`config.mk`:
```
export PLATFORM = sky130hd
export DESIGN_NAME = y86_instruction_fetch_decode
export DESIGN_NICKNAME = d
export VERILOG_FILES = /design/src/rtl/core/y86ifd_pkg.sv /design/src/rtl/core/y86_instruction_fetch_decode.sv
export SDC_FILE = /design/constraint.sdc
export NUM_CORES = 1
export LEC_CHECK = 0
export BUFFER_PORTS_ARGS = -buffer_cell sky130_fd_sc_hd__buf_4
export CAP_MARGIN = 20
export CORE_MARGIN = 2
export CORE_UTILIZATION = 30
export DETAILED_ROUTE_END_ITERATION = 8
export SYNTH_ARGS = -nofsm -noshare
export SYNTH_HDL_FRONTEND = slang
export SYNTH_SLANG_ARGS = --single-unit
export TNS_END_PERCENT = 20
```
`constraint.sdc`:
```
create_clock -name clock -period 8.18 [get_ports clock]
set_input_delay 0.818 -clock clock [delete_from_list [all_inputs] [get_ports clock]]
set_output_delay 0.818 -clock clock [all_outputs]
set_load 0.05 [all_outputs]
```
`src/rtl/core/y86ifd_pkg.sv`:
```
package y86ifd_pkg;

   // status codes
   localparam logic [1:0] ST_OK  = 2'd0;
   localparam logic [1:0] ST_HLT = 2'd1;
   localparam logic [1:0] ST_ADR = 2'd2;
   localparam logic [1:0] ST_INS = 2'd3;

   // instruction classes
   localparam logic [3:0] CL_HALT   = 4'd0;
   localparam logic [3:0] CL_NOP    = 4'd1;
   localparam logic [3:0] CL_CMOV   = 4'd2;
   localparam logic [3:0] CL_IRMOVQ = 4'd3;
   localparam logic [3:0] CL_RMMOVQ = 4'd4;
   localparam logic [3:0] CL_MRMOVQ = 4'd5;
   localparam logic [3:0] CL_OPQ    = 4'd6;
   localparam logic [3:0] CL_JUMP   = 4'd7;
   localparam logic [3:0] CL_CALL   = 4'd8;
   localparam logic [3:0] CL_RET    = 4'd9;
   localparam logic [3:0] CL_PUSHQ  = 4'd10;
   localparam logic [3:0] CL_POPQ   = 4'd11;
   localparam logic [3:0] CL_BAD    = 4'd12;

   // opcode high nibbles
   localparam logic [3:0] OP_HALT   = 4'h0;
   localparam logic [3:0] OP_NOP    = 4'h1;
   localparam logic [3:0] OP_CMOV   = 4'h2;
   localparam logic [3:0] OP_IRMOVQ = 4'h3;
   localparam logic [3:0] OP_RMMOVQ = 4'h4;
   localparam logic [3:0] OP_MRMOVQ = 4'h5;
   localparam logic [3:0] OP_OPQ    = 4'h6;
   localparam logic [3:0] OP_JUMP   = 4'h7;
   localparam logic [3:0] OP_CALL   = 4'h8;
   localparam logic [3:0] OP_RET    = 4'h9;
   localparam logic [3:0] OP_PUSHQ  = 4'hA;
   localparam logic [3:0] OP_POPQ   = 4'hB;

   // highest legal function codes
   localparam logic [3:0] FN_MAX_COND = 4'd6;
   localparam logic [3:0] FN_MAX_ALU  = 4'd3;

   // register field meaning no register
   localparam logic [3:0] NOREG = 4'hF;

   typedef struct packed {
      logic [63:0] fetch_address;
      logic [63:0] window_low;
      logic [15:0] window_high;
   } req_type;

   typedef struct packed {
      logic [1:0]  status;
      logic [3:0]  inst_class;
      logic [3:0]  inst_length;
      logic [7:0]  opcode_byte;
      logic [3:0]  function_code;
      logic [3:0]  reg_a;
      logic [3:0]  reg_b;
      logic [63:0] constant_value;
   } rsp_type;

endpackage

```
`src/rtl/core/y86_instruction_fetch_decode.sv`:
```
// Y86-64 instruction decoder: takes a fetch address and the ten bytes of memory from that
// address and returns class, length, function code, register fields, constant and status of
// the instruction there. It is a three-stage pipeline (opcode decode, address and field checks,
// result formatting) and takes one instruction every cycle while req_stall is low. Each stage
// holds its beat under rsp_stall and frees as soon as the stage after it moves, so empty slots
// close up and req_stall rises only when all three stages hold beats and the result side is
// stalled. Memory spans addresses 0 to MEM_BYTES-1.
module y86_instruction_fetch_decode
   import y86ifd_pkg::*;
#(
   parameter int MEM_BYTES = 4096
) (
   input  logic    clock,
   input  logic    reset,
   input  logic    req_valid,
   output logic    req_stall,
   input  req_type req_data,
   output logic    rsp_valid,
   input  logic    rsp_stall,
   output rsp_type rsp_data
);

   typedef struct packed {
      logic        addr_out;
      logic [63:0] pc;
      logic [7:0]  b0;
      logic [3:0]  fn;
      logic [3:0]  size;
      logic [3:0]  cls;
      logic [3:0]  ra;
      logic [3:0]  rb;
      logic [63:0] k;
      logic        bad_regs;
      logic        halt;
   } s1_type;

   typedef struct packed {
      logic [1:0]  st;
      logic [7:0]  b0;
      logic [3:0]  fn;
      logic [3:0]  size;
      logic [3:0]  cls;
      logic [3:0]  ra;
      logic [3:0]  rb;
      logic [63:0] k;
   } s2_type;

   logic    v1_ff, v1_in, v2_ff, v2_in, v3_ff, v3_in;
   logic    adv1, adv2, adv3;
   s1_type  s1_ff, s1_in;
   s2_type  s2_ff, s2_in;
   rsp_type out_ff, out_in;

   // stage advance chain, bubbles close up
   assign adv3 = !v3_ff || !rsp_stall;
   assign adv2 = !v2_ff || adv3;
   assign adv1 = !v1_ff || adv2;

   assign req_stall = !adv1;
   assign rsp_valid = v3_ff;
   assign rsp_data  = out_ff;

   assign v1_in = adv1 ? req_valid : v1_ff;
   assign v2_in = adv2 ? v1_ff : v2_ff;
   assign v3_in = adv3 ? v2_ff : v3_ff;

   // stage 1: opcode decode and fetch address range
   always_comb begin
      logic [7:0] b0;
      logic [7:0] b1;
      logic [3:0] hn;
      logic [3:0] fn;
      b0 = req_data.window_low[7:0];
      b1 = req_data.window_low[15:8];
      hn = b0[7:4];
      fn = b0[3:0];
      s1_in          = '0;
      s1_in.addr_out = req_data.fetch_address >= 64'(MEM_BYTES);
      s1_in.pc       = req_data.fetch_address;
      s1_in.b0       = b0;
      s1_in.fn       = fn;
      s1_in.ra       = NOREG;
      s1_in.rb       = NOREG;
      s1_in.k        = '0;
      s1_in.bad_regs = 1'b0;
      s1_in.halt     = 1'b0;
      case (hn)
         OP_HALT: begin
            s1_in.size = (fn == 4'd0) ? 4'd1 : 4'd0;
            s1_in.cls  = CL_HALT;
            s1_in.halt = 1'b1;
         end
         OP_NOP: begin
            s1_in.size = (fn == 4'd0) ? 4'd1 : 4'd0;
            s1_in.cls  = CL_NOP;
         end
         OP_CMOV: begin
            s1_in.size     = (fn > FN_MAX_COND) ? 4'd0 : 4'd2;
            s1_in.cls      = CL_CMOV;
            s1_in.ra       = b1[7:4];
            s1_in.rb       = b1[3:0];
            s1_in.bad_regs = (b1[7:4] == NOREG) || (b1[3:0] == NOREG);
         end
         OP_IRMOVQ: begin
            s1_in.size     = (fn == 4'd0) ? 4'd10 : 4'd0;
            s1_in.cls      = CL_IRMOVQ;
            s1_in.rb       = b1[3:0];
            s1_in.bad_regs = (b1[7:4] != NOREG) || (b1[3:0] == NOREG);
            s1_in.k        = {req_data.window_high, req_data.window_low[63:16]};
         end
         OP_RMMOVQ, OP_MRMOVQ: begin
            s1_in.size     = (fn == 4'd0) ? 4'd10 : 4'd0;
            s1_in.cls      = (hn == OP_RMMOVQ) ? CL_RMMOVQ : CL_MRMOVQ;
            s1_in.ra       = b1[7:4];
            s1_in.rb       = b1[3:0];
            s1_in.bad_regs = (b1[7:4] == NOREG);
            s1_in.k        = {req_data.window_high, req_data.window_low[63:16]};
         end
         OP_OPQ: begin
            s1_in.size     = (fn > FN_MAX_ALU) ? 4'd0 : 4'd2;
            s1_in.cls      = CL_OPQ;
            s1_in.ra       = b1[7:4];
            s1_in.rb       = b1[3:0];
            s1_in.bad_regs = (b1[7:4] == NOREG) || (b1[3:0] == NOREG);
         end
         OP_JUMP: begin
            s1_in.size = (fn > FN_MAX_COND) ? 4'd0 : 4'd9;
            s1_in.cls  = CL_JUMP;
            s1_in.k    = {req_data.window_high[7:0], req_data.window_low[63:8]};
         end
         OP_CALL: begin
            s1_in.size = (fn == 4'd0) ? 4'd9 : 4'd0;
            s1_in.cls  = CL_CALL;
            s1_in.k    = {req_data.window_high[7:0], req_data.window_low[63:8]};
         end
         OP_RET: begin
            s1_in.size = (fn == 4'd0) ? 4'd1 : 4'd0;
            s1_in.cls  = CL_RET;
         end
         OP_PUSHQ, OP_POPQ: begin
            s1_in.size     = (fn == 4'd0) ? 4'd2 : 4'd0;
            s1_in.cls      = (hn == OP_PUSHQ) ? CL_PUSHQ : CL_POPQ;
            s1_in.ra       = b1[7:4];
            s1_in.bad_regs = (b1[7:4] == NOREG) || (b1[3:0] != NOREG);
         end
         default: begin
            s1_in.size = 4'd0;
            s1_in.cls  = CL_BAD;
         end
      endcase
   end

   // stage 2: end of instruction against memory size, pick status
   always_comb begin
      logic end_over;
      end_over = ({1'b0, s1_ff.pc} + 65'(s1_ff.size)) > 65'(MEM_BYTES);
      s2_in.b0   = s1_ff.b0;
      s2_in.fn   = s1_ff.fn;
      s2_in.size = s1_ff.size;
      s2_in.cls  = s1_ff.cls;
      s2_in.ra   = s1_ff.ra;
      s2_in.rb   = s1_ff.rb;
      s2_in.k    = s1_ff.k;
      if (s1_ff.addr_out) begin
         s2_in.st = ST_ADR;
         s2_in.b0 = '0;
      end else if (s1_ff.size == 4'd0) begin
         s2_in.st = ST_INS;
      end else if (end_over) begin
         s2_in.st = ST_ADR;
      end else if (s1_ff.bad_regs) begin
         s2_in.st = ST_INS;
      end else begin
         s2_in.st = s1_ff.halt ? ST_HLT : ST_OK;
      end
   end

   // stage 3: clear fields of faulting instructions
   always_comb begin
      out_in.status      = s2_ff.st;
      out_in.opcode_byte = s2_ff.b0;
      if (s2_ff.st == ST_ADR || s2_ff.st == ST_INS) begin
         out_in.inst_class     = CL_BAD;
         out_in.inst_length    = 4'd0;
         out_in.function_code  = 4'd0;
         out_in.reg_a          = NOREG;
         out_in.reg_b          = NOREG;
         out_in.constant_value = '0;
      end else begin
         out_in.inst_class     = s2_ff.cls;
         out_in.inst_length    = s2_ff.size;
         out_in.function_code  = s2_ff.fn;
         out_in.reg_a          = s2_ff.ra;
         out_in.reg_b          = s2_ff.rb;
         out_in.constant_value = s2_ff.k;
      end
   end

   // valid bits
   always_ff @(posedge clock) begin
      if (reset) begin
         v1_ff <= 1'b0;
         v2_ff <= 1'b0;
         v3_ff <= 1'b0;
      end else begin
         v1_ff <= v1_in;
         v2_ff <= v2_in;
         v3_ff <= v3_in;
      end
   end

   // stage payloads
   always_ff @(posedge clock) begin
      if (adv1 && req_valid) begin
         s1_ff <= s1_in;
      end
      if (adv2 && v1_ff) begin
         s2_ff <= s2_in;
      end
      if (adv3 && v2_ff) begin
         out_ff <= out_in;
      end
   end

   // accepted beat always lands in the first stage
   a_accept_lands: assert property (@(posedge clock) disable iff (reset)
      req_valid && !req_stall |=> v1_ff)
      else $error("accepted beat not captured");

   // input held back only when the whole pipe is full and stalled
   a_stall_full: assert property (@(posedge clock) disable iff (reset)
      req_stall |-> v1_ff && v2_ff && v3_ff && rsp_stall)
      else $error("input stalled with room in the pipe");

   // faulting result carries cleared fields
   a_fault_clear: assert property (@(posedge clock) disable iff (reset)
      rsp_valid && (rsp_data.status == ST_ADR || rsp_data.status == ST_INS)
      |-> rsp_data.inst_class == CL_BAD && rsp_data.inst_length == 4'd0)
      else $error("fault result with live class or length");

   // good result has a real length and a class other than bad or halt
   a_ok_length: assert property (@(posedge clock) disable iff (reset)
      rsp_valid && rsp_data.status == ST_OK |-> rsp_data.inst_length != 4'd0
      && rsp_data.inst_class != CL_BAD && rsp_data.inst_class != CL_HALT)
      else $error("ok result without length or with wrong class");

   // halt result is a one-byte halt
   a_halt_form: assert property (@(posedge clock) disable iff (reset)
      rsp_valid && rsp_data.status == ST_HLT
      |-> rsp_data.inst_class == CL_HALT && rsp_data.inst_length == 4'd1)
      else $error("halt status on wrong class or length");

endmodule

```
# Word-level counts from Yosys, hierarchy flattened
# Cells that the tools add are included.
# totals
register_bits	350
# classes
add_sub_neg	1
magnitude_cmp	4
eq_ne	17
n_reduce_logical	26
n_mux	17
# ops
cell	count
64-bit one-hot mux with 2 select lines	1
8-bit one-hot mux with 10 select lines	1
64-bit by 4-bit adder with 65-bit output	1
65-bit by 13-bit > comparator with 1-bit output, second input constant	1
64-bit by 13-bit >= comparator with 1-bit output, second input constant	1
4-bit == test, second input constant	6
4-bit by 3-bit == test with 1-bit output, second input constant	4
4-bit logical NOT	3
4-bit two-way mux	3
4-bit by 2-bit == test with 1-bit output, second input constant	2
1-bit two-way mux	8
4-bit inequality test, second input constant	2
2-bit OR reduction	4
1-bit logical OR	7
2-bit two-way mux	3
6-bit OR reduction	1
1-bit logical NOT	5
5-bit OR reduction	1
2-bit == test, second input constant	2
4-bit by 1-bit == test with 1-bit output, second input constant	1
4-bit by 2-bit > comparator with 1-bit output, second input constant	1
4-bit by 3-bit > comparator with 1-bit output, second input constant	1
1-bit one-hot mux with 4 select lines	1
4-bit OR reduction	1
2 further kinds	4

# Longest topological paths before layout
# depth
ltp_word	5
ltp_mapped	11
depth_no_buf	10

# Worst setup path after synthesis
# OpenSTA, ideal clock, no wires.
# synth_path
path_type	in2reg
from	in rsp_stall
to	reg s1_ff[0] in the netlist's numbering (enable)
cell_stages	3
t_arrival_ps	8150
setup_slack_ps	-654
cell_sequence	and3_1 > and2_1 > nor2b_1
# synth_via
elab_chain_len	5
# synth_lines
element	line_no	text
start, declared	y86_instruction_fetch_decode.sv:19	input logic rsp_stall,
1-bit logical NOT	y86_instruction_fetch_decode.sv:55	assign adv3 = !v3_ff || !rsp_stall;
1-bit logical OR	y86_instruction_fetch_decode.sv:55	
1-bit logical OR	y86_instruction_fetch_decode.sv:56	assign adv2 = !v2_ff || adv3;
1-bit logical OR	y86_instruction_fetch_decode.sv:57	assign adv1 = !v1_ff || adv2;
1-bit logical AND	y86_instruction_fetch_decode.sv:214	if (adv1 && req_valid) begin
end signal, assigned	y86_instruction_fetch_decode.sv:215	s1_ff <= s1_in;
end, declared	y86_instruction_fetch_decode.sv:50	s1_type s1_ff, s1_in;
# Every way passes these cells.
# A chain may end at the register's enable or synchronous reset.

# Worst setup path after layout
# layout_path
from	reg s1_ff[78] in the netlist's numbering
to	reg s2_ff (netlist bit out_in[93]) (data pin)
# layout_via
elab_chain_len	3
word_cells_on_any_way	4
cone_classes	add/sub: 1; order compare: 1; reduce/logical: 2
# layout_lines
element	line_no	text
64-bit by 4-bit adder with 65-bit output	y86_instruction_fetch_decode.sv:156	end_over = ({1'b0, s1_ff.pc} + 65'(s1_ff.size)) > 65'(MEM_BYTES);
65-bit by 13-bit > comparator with 1-bit output	y86_instruction_fetch_decode.sv:156	
4-bit OR reduction (no line) *	-	
end signal, assigned	y86_instruction_fetch_decode.sv:218	s2_ff <= s2_in;
end, declared	y86_instruction_fetch_decode.sv:51	s2_type s2_ff, s2_in;
# Mark *: on every way between the ends. The rest lies on a longest branch, timed or not.

==> results list <==
* Arrival time at the worst endpoint: roughly 4.3 ns
* Vias in the first global route: between 8k and 9k
* Synth top area share: around 73%
- Final core area utilization: approximately two fifths
- Net count after synthesis: 1086
- The H-tree was split into 2 levels.
* Post-route fraction of the period consumed by the critical path: approximately half
- Final antenna-violating net count: 0
- Internal power comes to between 0.003 and 0.004 W.
* Reg2reg end: out_in[93]
- Maximum number of pins on one net before global-route repair: approximately 160
- Width of the die: roughly 220 um
- Seq cells post-synth: approximately 340
- The first global-routing pass estimated ~53 mm of wire.
- The routed design uses 18.03 mm of met2 wire.
- In the final layout, the share of cells above drive strength 1 is about 28%.
- Worst Setup Start Kind: register
* Post-route total power: between 0.004 and 0.005 W
- DR iter-0 viols: between 800 and 900
- CTS saw approximately 340 sinks.
* CTS tree: done
* Transition time at the pin with the least slew margin: 0.9628 ns
* Via-to-Cell Ratio: around 5.0
- Worst reg2reg startpoint: s1_ff[78]
- Mapped Area: ~14000 um2
- Clock-pin slew was measured on the worst setup and hold paths at 0.06 ns.
- Crit path time final: around 4.0 ns
- In this run, flip-flops and latches consume 52.2% of the power.
* Initial cell density of the core: a little under a third
- Register-to-register setup slack: 4.16 ns
- In the final routing, the length of wire on met1 measures 14.80 mm.
- Summed over all layers, the routed wires come to 36.69 mm.
- Avg Inst Size Synth: approximately 15 um2
- Overall global routing resource usage: 14.75%
- Clock network fraction of design power: roughly 40%
- The initial antenna violation count was 6.
* Worst IR Drop VDD: 150.1 uV
- Core Box Area: about 46000 um2
- After clock tree synthesis, the setup repair step added 0 buffers.
* Number of enable flip-flop cells after synthesis: 340
- Final setup viols: 0
- Clock Path Buffers: 3
- Final Hold Vio Count: 0
* Metal3 WL: 2.762 mm
- In this run the tightest slew margin relative to its limit is 35.81%.
* Proportion of power drawn by combinational gates: under 10%
- Cells on worst reg2reg path: 10
* Per-cell routed wire length: approximately 20 um
- Summed over all layers, the global routing overflow is 0.
- For this run, the number of Yosys warnings is 0.
* Hold bufs inserted after CTS: 0
* Ys async rst share: 0%
* Highest net fanout along the worst path: 6
* Cell area after layout: 17780 um2
* Worst skew pair latency: 0.54 ns
* Pwr per Cell Area: approximately 230 nW/um2
- The HPWL after detailed placement is about 26 mm.
- Endpoint class of the critical path: register
- The detailed router used layers up to and including met5.
* Area of the die: ~49000 um2
- The number of pins with negative max-slew slack in the final report is 0.
- The tool flagged a number of max-cap violations equal to 0.
- Net switching power of the design: 0.0009353 W
- In the post-synthesis netlist, the biggest area contributors are sky130_fd_sc_hd__edfxtp_1, sky130_fd_sc_hd__a22o_1, sky130_fd_sc_hd__nor2b_1.
- Start point of the critical path: s1_ff[78]
- The floorplan has a little under 80 rows.
- Setup crit end: out_in[93]
* Fin worst setup slack: between 4 and 5 ns
* Leading area contributor after synthesis: sky130_fd_sc_hd__edfxtp_1
* Setup Skew: approximately 0.014 ns
* Count of cells resized by post-cts repair: 0
- The first TritonRoute pass finished after 5 iterations.
- Setup repair after global routing left no endpoint under its margin.
- Once placement completed, the tool counted placed cells totaling around 1.8k.
- Synthesis produced 934 cells.
- The synthesized netlist contains 66 unique library cells.
* Via count of the routed design: 9119
- In this run the tool buffered the top-level ports with 242 buffer cells.
- Of the synthesized area, sequential elements account for 73.12%.
* Height of the die: between 200 and 250 um
- Class of the worst hold path: register to register
- At the placement stage, the worst setup path has a slack of ~4.2 ns.
* Crit Path Class: register to register
- Result of the run: complete, no violations
- Final RePlAce weighted congestion: 0.9436
- around 240 I/O pins were placed.
- Final std cells w/o fill: around 1.8k
* Clock tree root buffer cell: sky130_fd_sc_hd__clkbuf_16
- Leakage power total: 5.985 nW
* Proportion of total power due to net switching: 23.05%
- Worst endpoint required time: about 8.5 ns
- After detailed routing, the number of remaining DRC violations is 0.
- Layout overhead on the synthesized area: 26.58%
- Dominant register cell in the synthesized netlist: sky130_fd_sc_hd__edfxtp_1
- Summing all placed instances gives a cell area of roughly 17000 um2.
* CTS Buf Count: 38
- Top achievable clock speed: roughly 250 MHz
- Post-layout net count: 1340
layout make-up:
class                      instances  area [um2]
multi-input combinational        543        3623
clock buffer                      49        1013
inverter                          12       45.04
antenna                            1       2.502
tap                              607       759.5
clock inverter                    20       175.2
fill                            4385       28580
sequential                       343       10270
timing repair buffer             250        1889
registers in the layout, indices dropped and copies added (netlist names):
name and count:
s1_ff 154, rsp_data 93, s2_ff 83, out_in 10, rsp_valid 1, v1_ff 1
v2_ff 1
synthesized netlist by cell type (4+ instances only):
cell	number
sky130_fd_sc_hd__nor4_2	4
sky130_fd_sc_hd__and3_1	11
sky130_fd_sc_hd__nand2b_1	10
sky130_fd_sc_hd__inv_1	12
sky130_fd_sc_hd__nor4_1	30
sky130_fd_sc_hd__nor3b_1	6
sky130_fd_sc_hd__mux2_2	6
sky130_fd_sc_hd__o21ai_0	19
sky130_fd_sc_hd__nand3_1	19
sky130_fd_sc_hd__a22o_1	64
sky130_fd_sc_hd__or4_1	5
sky130_fd_sc_hd__o31ai_1	5
sky130_fd_sc_hd__mux2i_1	4
sky130_fd_sc_hd__nand2_1	42
sky130_fd_sc_hd__nor2b_1	87
sky130_fd_sc_hd__a21oi_1	14
sky130_fd_sc_hd__nor3_1	19
sky130_fd_sc_hd__and4_1	7
sky130_fd_sc_hd__or2_2	18
sky130_fd_sc_hd__nand4_1	40
sky130_fd_sc_hd__nor2_1	43
sky130_fd_sc_hd__edfxtp_1	340
sky130_fd_sc_hd__xor2_1	7
sky130_fd_sc_hd__xnor2_1	8
sky130_fd_sc_hd__clkbuf_1	30
sky130_fd_sc_hd__a31oi_1	6
sky130_fd_sc_hd__and2_1	6
sky130_fd_sc_hd__or3_1	7
power by group through the flow:
stage | logic, W | registers, W | clock network, W
2_1_floorplan | 0.000130 | 0.00219 | 0
3_3_place_gp | 0.000319 | 0.00215 | 0
3_5_place_dp | 0.000321 | 0.00215 | 0
4_1_cts | 0.000322 | 0.00212 | 0.00169
5_1_grt | 0.000342 | 0.00213 | 0.00175
6_report | 0.000317 | 0.00212 | 0.00162
cells in the final DEF (no fill, tap or decap), types with 18 or more instances in the layout:
| cell type | count |
|---|---|
| sky130_fd_sc_hd__a22o_1 | 64 |
| sky130_fd_sc_hd__buf_4 | 249 |
| sky130_fd_sc_hd__clkbuf_16 | 39 |
| sky130_fd_sc_hd__edfxtp_1 | 340 |
| sky130_fd_sc_hd__nand2_1 | 42 |
| sky130_fd_sc_hd__nand3_1 | 19 |
| sky130_fd_sc_hd__nand4_1 | 40 |
| sky130_fd_sc_hd__nor2_1 | 42 |
| sky130_fd_sc_hd__nor2b_1 | 85 |
| sky130_fd_sc_hd__nor3_1 | 19 |
| sky130_fd_sc_hd__nor4_1 | 30 |
| sky130_fd_sc_hd__o21ai_0 | 19 |
| sky130_fd_sc_hd__or2_2 | 18 |
how the worst min path moves through the flow:
stage / slack [ns] / start / cells past startpoint / end
after global placement: 0.40 / s1_ff[72] / 0 / s2_ff[70]
after detailed placement: 0.40 / s1_ff[23] / 0 / s2_ff[21]
after CTS: 0.41 / reset / 2 / rsp_valid
after global routing: 0.42 / s1_ff[76] / 0 / s2_ff[74]
after floorplan: 0.40 / out_in[76] / 0 / rsp_data[76]
final: 0.41 / s1_ff[76] / 0 / s2_ff[74]
cells by family after synthesis:
family / Yosys count / synth area share [%]
AO/OA/AOI/OAI: 143 / 7.778
XOR/XNOR: 15 / 0.9354
adder cells (fa/ha/maj): 4 / 0.4098
buffers and inverters: 48 / 1.416
flip-flops: 343 / 73.12
multiplexers: 11 / 0.8463
other: 1 / 0.02670
AND/OR/NAND/NOR: 369 / 15.47
per-layer routing:
layer / GRT usage (%) / up-vias
met5: 0 / -
met4: 5.034 / 10
met3: 3.959 / 80
met2: 25.24 / 337
met1: 17.98 / 4490
li1: - / 4202
worst max-delay path, stage by stage (launching register included):
cell and delay, ns:
sky130_fd_sc_hd__edfxtp_1 0.42, sky130_fd_sc_hd__ha_1 0.25, sky130_fd_sc_hd__fa_1 0.44, sky130_fd_sc_hd__a31oi_2 0.36
sky130_fd_sc_hd__o21ai_0 0.14, sky130_fd_sc_hd__nor2_1 0.11, sky130_fd_sc_hd__a31oi_1 0.05, sky130_fd_sc_hd__o41ai_1 0.66
sky130_fd_sc_hd__o21ai_0 0.19, sky130_fd_sc_hd__or4_1 0.63, sky130_fd_sc_hd__or4_1 0.50
per-stage QoR:
step                      setup TNS (ns)  hold WS (ns)
after global placement                 0        0.4002
after CTS                              0        0.4101
after floorplan                   -6.446        0.4003
after global routing                   0        0.4177
after detailed placement               0        0.4045
final                                  0        0.4108
Power figures use the tool's default switching activity.
